--- config.mk ---
export PLATFORM = sky130hd
export DESIGN_NAME = http_chunked_body_decoder
export DESIGN_NICKNAME = d
export VERILOG_FILES = /design/src/rtl/chd_pkg.sv /design/src/rtl/http_chunked_body_decoder.sv /design/src/rtl/chd_core.sv
export SDC_FILE = /design/constraint.sdc
export NUM_CORES = 1
export LEC_CHECK = 0
export BUFFER_PORTS_ARGS = -buffer_cell sky130_fd_sc_hd__buf_2
export CORE_ASPECT_RATIO = 1.1
export CORE_UTILIZATION = 30
export DETAILED_ROUTE_END_ITERATION = 16
export GPL_ROUTABILITY_DRIVEN = 0
export PLACE_DENSITY_LB_ADDON = 0.05
export SLEW_MARGIN = 30
export SYNTH_ARGS = -nofsm -noshare
export SYNTH_HDL_FRONTEND = slang
export SYNTH_SLANG_ARGS = --single-unit
--- constraint.sdc ---
create_clock -name clk -period 3.4 [get_ports clk]
set_input_delay 0.17 -clock clk [delete_from_list [all_inputs] [get_ports clk]]
set_output_delay 0.17 -clock clk [all_outputs]
set_load 0.05 [all_outputs]
--- src/rtl/chd_pkg.sv ---
`default_nettype none
// ----------------------------------------------------------------------------
// chd_pkg
// Shared types, constants and helpers for the chunked body decoder.
// ----------------------------------------------------------------------------
package chd_pkg;

    localparam int SIZE_WIDTH = 32;
    localparam int DIGIT_CAP_RAW = SIZE_WIDTH / 4;
    localparam int DIGIT_CAP = (DIGIT_CAP_RAW > 15) ? 15 : DIGIT_CAP_RAW;

    localparam logic [3:0] MAX_DIGITS_RESET = 4'd8;

    localparam logic [7:0] CH_CR = 8'h0D;
    localparam logic [7:0] CH_LF = 8'h0A;

    localparam logic [1:0] EV_DATA  = 2'd0;
    localparam logic [1:0] EV_DONE  = 2'd1;
    localparam logic [1:0] EV_ERROR = 2'd2;

    localparam logic [1:0] TM_NONE  = 2'd0;
    localparam logic [1:0] TM_CR    = 2'd1;
    localparam logic [1:0] TM_CRLF  = 2'd2;
    localparam logic [1:0] TM_CRLFCR = 2'd3;

    typedef enum logic [7:0] {
        PH_SIZE    = 8'b0000_0001,
        PH_SIZE_CR = 8'b0000_0010,
        PH_DATA    = 8'b0000_0100,
        PH_DATA_CR = 8'b0000_1000,
        PH_DATA_LF = 8'b0001_0000,
        PH_TRAILER = 8'b0010_0000,
        PH_DONE    = 8'b0100_0000,
        PH_ERROR   = 8'b1000_0000
    } phase_t;

    typedef struct packed {
        logic       valid;
        logic [7:0] data;
        logic [1:0] ev;
    } result_t;

    typedef struct packed {
        logic       valid;
        logic [3:0] value;
    } hex_t;

    function automatic hex_t hex_decode(input logic [7:0] c);
        hex_t h;
        h.valid = 1'b1;
        h.value = 4'd0;
        if (c >= 8'h30 && c <= 8'h39)
        begin
            h.value = c[3:0];
        end
        else if ((c >= 8'h61 && c <= 8'h66) || (c >= 8'h41 && c <= 8'h46))
        begin
            h.value = c[3:0] + 4'd9;
        end
        else
        begin
            h.valid = 1'b0;
        end
        return h;
    endfunction

    // Effective digit limit: zero acts as one, and the size register caps it.
    function automatic logic [3:0] digit_limit(input logic [3:0] cfg);
        logic [3:0] lim;
        lim = (cfg == 4'd0) ? 4'd1 : cfg;
        if (lim > 4'(DIGIT_CAP))
        begin
            lim = 4'(DIGIT_CAP);
        end
        return lim;
    endfunction

endpackage
`default_nettype wire

--- src/rtl/http_chunked_body_decoder.sv ---
`default_nettype none
// ----------------------------------------------------------------------------
// http_chunked_body_decoder
// Decodes an HTTP/1.1 chunked message body one byte per request.
// ----------------------------------------------------------------------------
// Input channel (in_valid/in_ready) carries one body byte, or a connection
// close flag, per request. Output channel (out_valid/out_ready) carries a
// payload byte, a body-complete event or an error event; size lines, CR LF
// delimiters and trailers produce nothing.
// Each request lands in an input register, is decoded against the parser state
// and its result is captured in an output register once that register is free
// or drains. One request is taken every cycle while the receiver keeps up; the
// parser state update is the only loop.
// When the receiver stalls, the held result waits in the output register and
// the input register still takes one more request; after that in_ready drops
// until out_ready returns.
// Reset clears both valid flags, puts the parser at the start of a size line
// and sets the digit limit to eight. cfg_we writes the digit limit; the user
// must write it only while idle, the block itself does not enforce this.
// ----------------------------------------------------------------------------
module http_chunked_body_decoder (
    input  wire logic       clk,
    input  wire logic       rst_n,
    input  wire logic       in_valid,
    output logic            in_ready,
    input  wire logic [7:0] body_byte,
    input  wire logic       peer_closed,
    output logic            out_valid,
    input  wire logic       out_ready,
    output logic [7:0]      out_byte,
    output logic [1:0]      event_res,
    input  wire logic       cfg_we,
    input  wire logic [3:0] cfg_data
);

    logic              held_valid_reg;
    logic [7:0]        held_byte_reg;
    logic              held_closed_reg;
    logic              out_valid_reg;
    logic [7:0]        out_byte_reg;
    logic [1:0]        event_reg;
    logic [3:0]        max_digits_reg;
    logic [3:0]        limit;
    logic              advance;
    chd_pkg::result_t  result;

    // The held request moves on whenever the output register is free or drains.
    assign advance  = held_valid_reg && (!out_valid_reg || out_ready);
    assign in_ready = !held_valid_reg || advance;
    assign limit    = chd_pkg::digit_limit(max_digits_reg);

    chd_core u_core (
        .clk         (clk),
        .rst_n       (rst_n),
        .step        (advance),
        .body_byte   (held_byte_reg),
        .peer_closed (held_closed_reg),
        .limit       (limit),
        .result      (result)
    );

    always_ff @(posedge clk or negedge rst_n)
    begin
        if (!rst_n)
        begin
            held_valid_reg <= 1'b0;
            out_valid_reg  <= 1'b0;
            max_digits_reg <= chd_pkg::MAX_DIGITS_RESET;
        end
        else
        begin
            if (in_ready)
            begin
                held_valid_reg <= in_valid;
            end
            if (advance)
            begin
                out_valid_reg <= result.valid;
            end
            else if (out_ready)
            begin
                out_valid_reg <= 1'b0;
            end
            if (cfg_we)
            begin
                max_digits_reg <= cfg_data;
            end
        end
    end

    always_ff @(posedge clk)
    begin
        if (in_ready && in_valid)
        begin
            held_byte_reg   <= body_byte;
            held_closed_reg <= peer_closed;
        end
        if (advance && result.valid)
        begin
            out_byte_reg <= result.data;
            event_reg    <= result.ev;
        end
    end

    assign out_valid = out_valid_reg;
    assign out_byte  = out_byte_reg;
    assign event_res = event_reg;

endmodule
`default_nettype wire

--- src/rtl/chd_core.sv ---
`default_nettype none
// ----------------------------------------------------------------------------
// chd_core
// Parser state and per-byte next-state logic of the chunked body decoder.
// ----------------------------------------------------------------------------
module chd_core (
    input  wire logic             clk,
    input  wire logic             rst_n,
    input  wire logic             step,
    input  wire logic [7:0]       body_byte,
    input  wire logic             peer_closed,
    input  wire logic [3:0]       limit,
    output chd_pkg::result_t      result
);

    chd_pkg::phase_t                    phase_reg, phase_next;
    logic [chd_pkg::SIZE_WIDTH-1:0]     left_reg, left_next;
    logic [3:0]                         count_reg, count_next;
    logic                               ended_reg, ended_next;
    logic [1:0]                         tmatch_reg, tmatch_next;
    logic [chd_pkg::SIZE_WIDTH-1:0]     left_dec;
    chd_pkg::hex_t                      hex;

    assign hex      = chd_pkg::hex_decode(body_byte);
    assign left_dec = left_reg - chd_pkg::SIZE_WIDTH'(1);

    always_comb
    begin
        phase_next  = phase_reg;
        left_next   = left_reg;
        count_next  = count_reg;
        ended_next  = ended_reg;
        tmatch_next = tmatch_reg;
        result      = '{valid: 1'b0, data: 8'd0, ev: chd_pkg::EV_DATA};

        if (phase_reg == chd_pkg::PH_DONE || phase_reg == chd_pkg::PH_ERROR)
        begin
            // Terminal states swallow everything.
        end
        else if (peer_closed)
        begin
            phase_next = chd_pkg::PH_ERROR;
            result     = '{valid: 1'b1, data: 8'd0, ev: chd_pkg::EV_ERROR};
        end
        else
        begin
            case (phase_reg)
                chd_pkg::PH_SIZE:
                begin
                    if (!ended_reg && hex.valid)
                    begin
                        if (count_reg >= limit)
                        begin
                            phase_next = chd_pkg::PH_ERROR;
                            result = '{valid: 1'b1, data: 8'd0, ev: chd_pkg::EV_ERROR};
                        end
                        else
                        begin
                            count_next = count_reg + 4'd1;
                            left_next  = {left_reg[chd_pkg::SIZE_WIDTH-5:0], hex.value};
                        end
                    end
                    else if (!ended_reg && count_reg == 4'd0)
                    begin
                        phase_next = chd_pkg::PH_ERROR;
                        result = '{valid: 1'b1, data: 8'd0, ev: chd_pkg::EV_ERROR};
                    end
                    else
                    begin
                        ended_next = 1'b1;
                        if (body_byte == chd_pkg::CH_CR)
                        begin
                            phase_next = chd_pkg::PH_SIZE_CR;
                        end
                    end
                end
                chd_pkg::PH_SIZE_CR:
                begin
                    if (body_byte == chd_pkg::CH_LF)
                    begin
                        if (left_reg == '0)
                        begin
                            phase_next  = chd_pkg::PH_TRAILER;
                            tmatch_next = chd_pkg::TM_CRLF;
                        end
                        else
                        begin
                            phase_next = chd_pkg::PH_DATA;
                        end
                    end
                    else if (body_byte != chd_pkg::CH_CR)
                    begin
                        phase_next = chd_pkg::PH_SIZE;
                    end
                end
                chd_pkg::PH_DATA:
                begin
                    left_next = left_dec;
                    if (left_dec == '0)
                    begin
                        phase_next = chd_pkg::PH_DATA_CR;
                    end
                    result = '{valid: 1'b1, data: body_byte, ev: chd_pkg::EV_DATA};
                end
                chd_pkg::PH_DATA_CR:
                begin
                    if (body_byte != chd_pkg::CH_CR)
                    begin
                        phase_next = chd_pkg::PH_ERROR;
                        result = '{valid: 1'b1, data: 8'd0, ev: chd_pkg::EV_ERROR};
                    end
                    else
                    begin
                        phase_next = chd_pkg::PH_DATA_LF;
                    end
                end
                chd_pkg::PH_DATA_LF:
                begin
                    if (body_byte != chd_pkg::CH_LF)
                    begin
                        phase_next = chd_pkg::PH_ERROR;
                        result = '{valid: 1'b1, data: 8'd0, ev: chd_pkg::EV_ERROR};
                    end
                    else
                    begin
                        phase_next = chd_pkg::PH_SIZE;
                        left_next  = '0;
                        count_next = 4'd0;
                        ended_next = 1'b0;
                    end
                end
                chd_pkg::PH_TRAILER:
                begin
                    if (body_byte == chd_pkg::CH_CR)
                    begin
                        tmatch_next = (tmatch_reg == chd_pkg::TM_CRLF) ?
                                      chd_pkg::TM_CRLFCR : chd_pkg::TM_CR;
                    end
                    else if (body_byte == chd_pkg::CH_LF)
                    begin
                        if (tmatch_reg == chd_pkg::TM_CRLFCR)
                        begin
                            phase_next  = chd_pkg::PH_DONE;
                            tmatch_next = chd_pkg::TM_NONE;
                            result = '{valid: 1'b1, data: 8'd0, ev: chd_pkg::EV_DONE};
                        end
                        else
                        begin
                            tmatch_next = (tmatch_reg == chd_pkg::TM_CR) ?
                                          chd_pkg::TM_CRLF : chd_pkg::TM_NONE;
                        end
                    end
                    else
                    begin
                        tmatch_next = chd_pkg::TM_NONE;
                    end
                end
                default:
                begin
                    phase_next = phase_reg;
                end
            endcase
        end
    end

    always_ff @(posedge clk or negedge rst_n)
    begin
        if (!rst_n)
        begin
            phase_reg  <= chd_pkg::PH_SIZE;
            left_reg   <= '0;
            count_reg  <= 4'd0;
            ended_reg  <= 1'b0;
            tmatch_reg <= chd_pkg::TM_NONE;
        end
        else if (step)
        begin
            phase_reg  <= phase_next;
            left_reg   <= left_next;
            count_reg  <= count_next;
            ended_reg  <= ended_next;
            tmatch_reg <= tmatch_next;
        end
    end

endmodule
`default_nettype wire

==> qor.yml <==
outcome: "finished, final reports clean"
ys_seq_area_share_pct: 41.3
post-cts-setup-buffers: 0
grt_antenna_before_repair: 0
yosys.area.top_type: "dfrtp_1"
crit_path_max_fanout: 7
grt-ovfl-total: 0
grt_max_degree: 54
whs_path_depth: 3
clock_latency_ns: 0.35
ant_nets: 0
multi_input_area_um2: 2520
finalNetCount: 590
synth_top_area_share_pct: 27.8
initial_utilization_pct: 30.7
core_um2: 15000
worstMarginPinSlew_ns: 0.570
cts_sinks: 72
syn2layout_area_growth_pct: 19.0
io_pins: 30
report.final.slew_viol_count: 0
path_clk_slew_ns: 0.06
grt_pass1_wl_um: 22100
drt-total-wl_um: 13300
hpwlAfterDp_um: 9530
worstSetupStartpointType: "register"
hold_viol: 0
largest_register_ffs: 32
fmax_mhz: 316
cp.arrival_ns: 3.39
synth-main-ff-cell: "dfrtp_1"
port-buffer-count: 29
slew_headroom_pct: 61.7
rr_startpoint: "held_byte_reg[1]"
finalSetupViolCount: 0
synth-async-reset-ratio_pct: 73.6
critPathRequiredTime_ns: 3.63
n_antenna_cell: 0
hp-start: "cfg_data[3]"
grt_setup_unrepaired: "false"
ys_warn_count: 0
yosysMostFrequentCell: "o21ai_0"
drtIter0Drc: 287
drc: 0
fin_area_um2: 5470
holdWs_ns: 0.0581
die_x_um: 120
synthTopCellsByArea: "dfrtp_1, edfxtp_1, o21ai_0"
hold_path_end: "max_digits_reg[3]"
power_mw: 1.95
syn_area_um2: 4600
cts_root_buffer: "clkbuf_16"
cap_viol_max_count: 0
placed_area_um2: 5060
syn_nets: 545
reg2regPathDepth: 10
cts-htree-levels: 3
cellLeakagePower_nw: 2.23
viasPerCell: 5.40
ys_ff_latch: 72
synth_edf_count: 19
grt_pass1_vias: 4132
r2r_slack_ns: 0.24
finalClockSkew_ns: 0.00480
dpl.cell_count: 734
power.density_nw_per_um2: 357
path_class: "reg2reg"
endpoint_kind: "register"
fin_tns_setup_ns: 0
hp-class: "in2reg"
synth_cell_types: 74
worst_ir_drop_vdd_mv: 0.178
grt_usage_pct: 18.0
drive_gt1_share_pct: 17.2
regArea_um2: 1900
cts_tree: "done"
rows: 47
min_period_ns: 3.16
syn_inst: 515
die_h_um: 132
rr_endpoint: "u_core.phase_reg[5]"
fillers: 1575
syn_area_per_cell_um2: 8.93
fp.dieArea_um2: 15800
numCtsBuffers: 9
wl_per_cell_um: 17.4
drtPass1Iterations: 4
fin_crit_sh_pct: 93.0
clockBufferDepth: 2
instances_no_fill: 761
synth_common_cells: "o21ai_0, nor2_1, dfrtp_1"
num_vias: 4112
-- layer usage --
metal  wire length, µm  global-route usage (%)  up-vias  part of all wire, %
met2              6230                    28.4       89                   47
met3               450                    3.33       22                  3.4
met1              6290                    23.9     1990                   47
met5                 0                       0        -                    0
met4               290                    7.78        0                  2.2
li1                  -                       -     2011                    -
-- cell usage in the layout (no fill, tap or decap), types with 6 or more instances in the layout --
master | Yosys | final
a21oi_1 | 35 | 35
a22oi_1 | 11 | 11
a31oi_1 | 7 | 7
and2_1 | 9 | 9
buf_2 | 2 | 28
buf_4 | 1 | 27
clkbuf_16 | 0 | 9
dfrtp_1 | 51 | 51
dlygate4sd3_1 | 0 | 11
edfxtp_1 | 19 | 19
ha_1 | 12 | 12
inv_1 | 17 | 17
nand2_1 | 33 | 33
nand3_1 | 14 | 14
nand4_1 | 6 | 6
nor2_1 | 52 | 51
nor2b_1 | 8 | 8
nor3_1 | 18 | 18
nor4_1 | 14 | 14
o21ai_0 | 60 | 60
o22ai_1 | 6 | 6
-- cell type report --
| type | instances | share of cell area, % |
|---|---|---|
| timing repair buffer | 66 | 8.28 |
| clock inverter | 6 | 1.12 |
| sequential | 72 | 34.7 |
| multi-input combinational | 394 | 46.0 |
| inverter | 17 | 1.17 |
| tap | 196 | 4.48 |
| clock buffer | 10 | 4.19 |
-- report_power, final --
group | switching, mW | internal, mW | total, mW
combinational | 0.0439 | 0.0364 | 0.0802
sequential | 0.0172 | 0.903 | 0.920
clock | 0.384 | 0.565 | 0.950
total | 0.445 | 1.51 | 1.95
-- worst max-delay path by stage --
stage                                  start                  end  slack (ns)  cells past startpoint
final                       held_byte_reg[1]  u_core.phase_reg[5]        0.24                     10
after global routing        held_byte_reg[1]  u_core.phase_reg[5]        0.06                     10
after CTS                   held_byte_reg[1]  u_core.phase_reg[5]        0.29                     10
after detailed placement    held_byte_reg[1]  u_core.phase_reg[5]        0.31                     10
after global placement      held_byte_reg[1]  u_core.phase_reg[6]        0.31                     10
after floorplan           u_core.left_reg[0]  u_core.phase_reg[2]        0.31                     11
-- stage by stage --
| step | utilization (%) | setup WS, ns |
|---|---|---|
| final | 36.5 | 0.239 |
| after global routing | 36.5 | 0.0620 |
| after CTS | 36.4 | 0.289 |
| after detailed placement | 33.7 | 0.310 |
| after global placement | 33.7 | 0.313 |
| after floorplan | - | 0.313 |
-- worst max-delay path, stage by stage (launching register included) --
cell      delay [ns]
edfxtp_1        0.44
inv_1           0.11
ha_1            0.28
or3b_1          0.36
and3_1          0.17
nor2_1          0.35
o41ai_4         0.15
a21o_1          0.17
a211o_1         0.41
a21oi_4         0.26
mux2_1          0.35
-- logic make-up after synthesis --
family | after synthesis | synth area share, %
and+or+nand+nor | 204 | 26.0
DFF | 72 | 41.3
muxes | 8 | 1.93
buffers and inverters | 49 | 4.30
xor gates and xnor gates | 9 | 1.71
AOI/OAI and AO/OA | 161 | 21.5
adders and majority gates | 12 | 3.27
-- what timing repair did --
| item | CTS | global route |
|---|---|---|
| hold endpoints to repair | 47 | 0 |
| endpoints found under the setup margin | 0 | 1 |
| hold buffers | 11 | 0 |
| gates resized for setup | 0 | 1 |
Power figures use the tool's default switching activity.
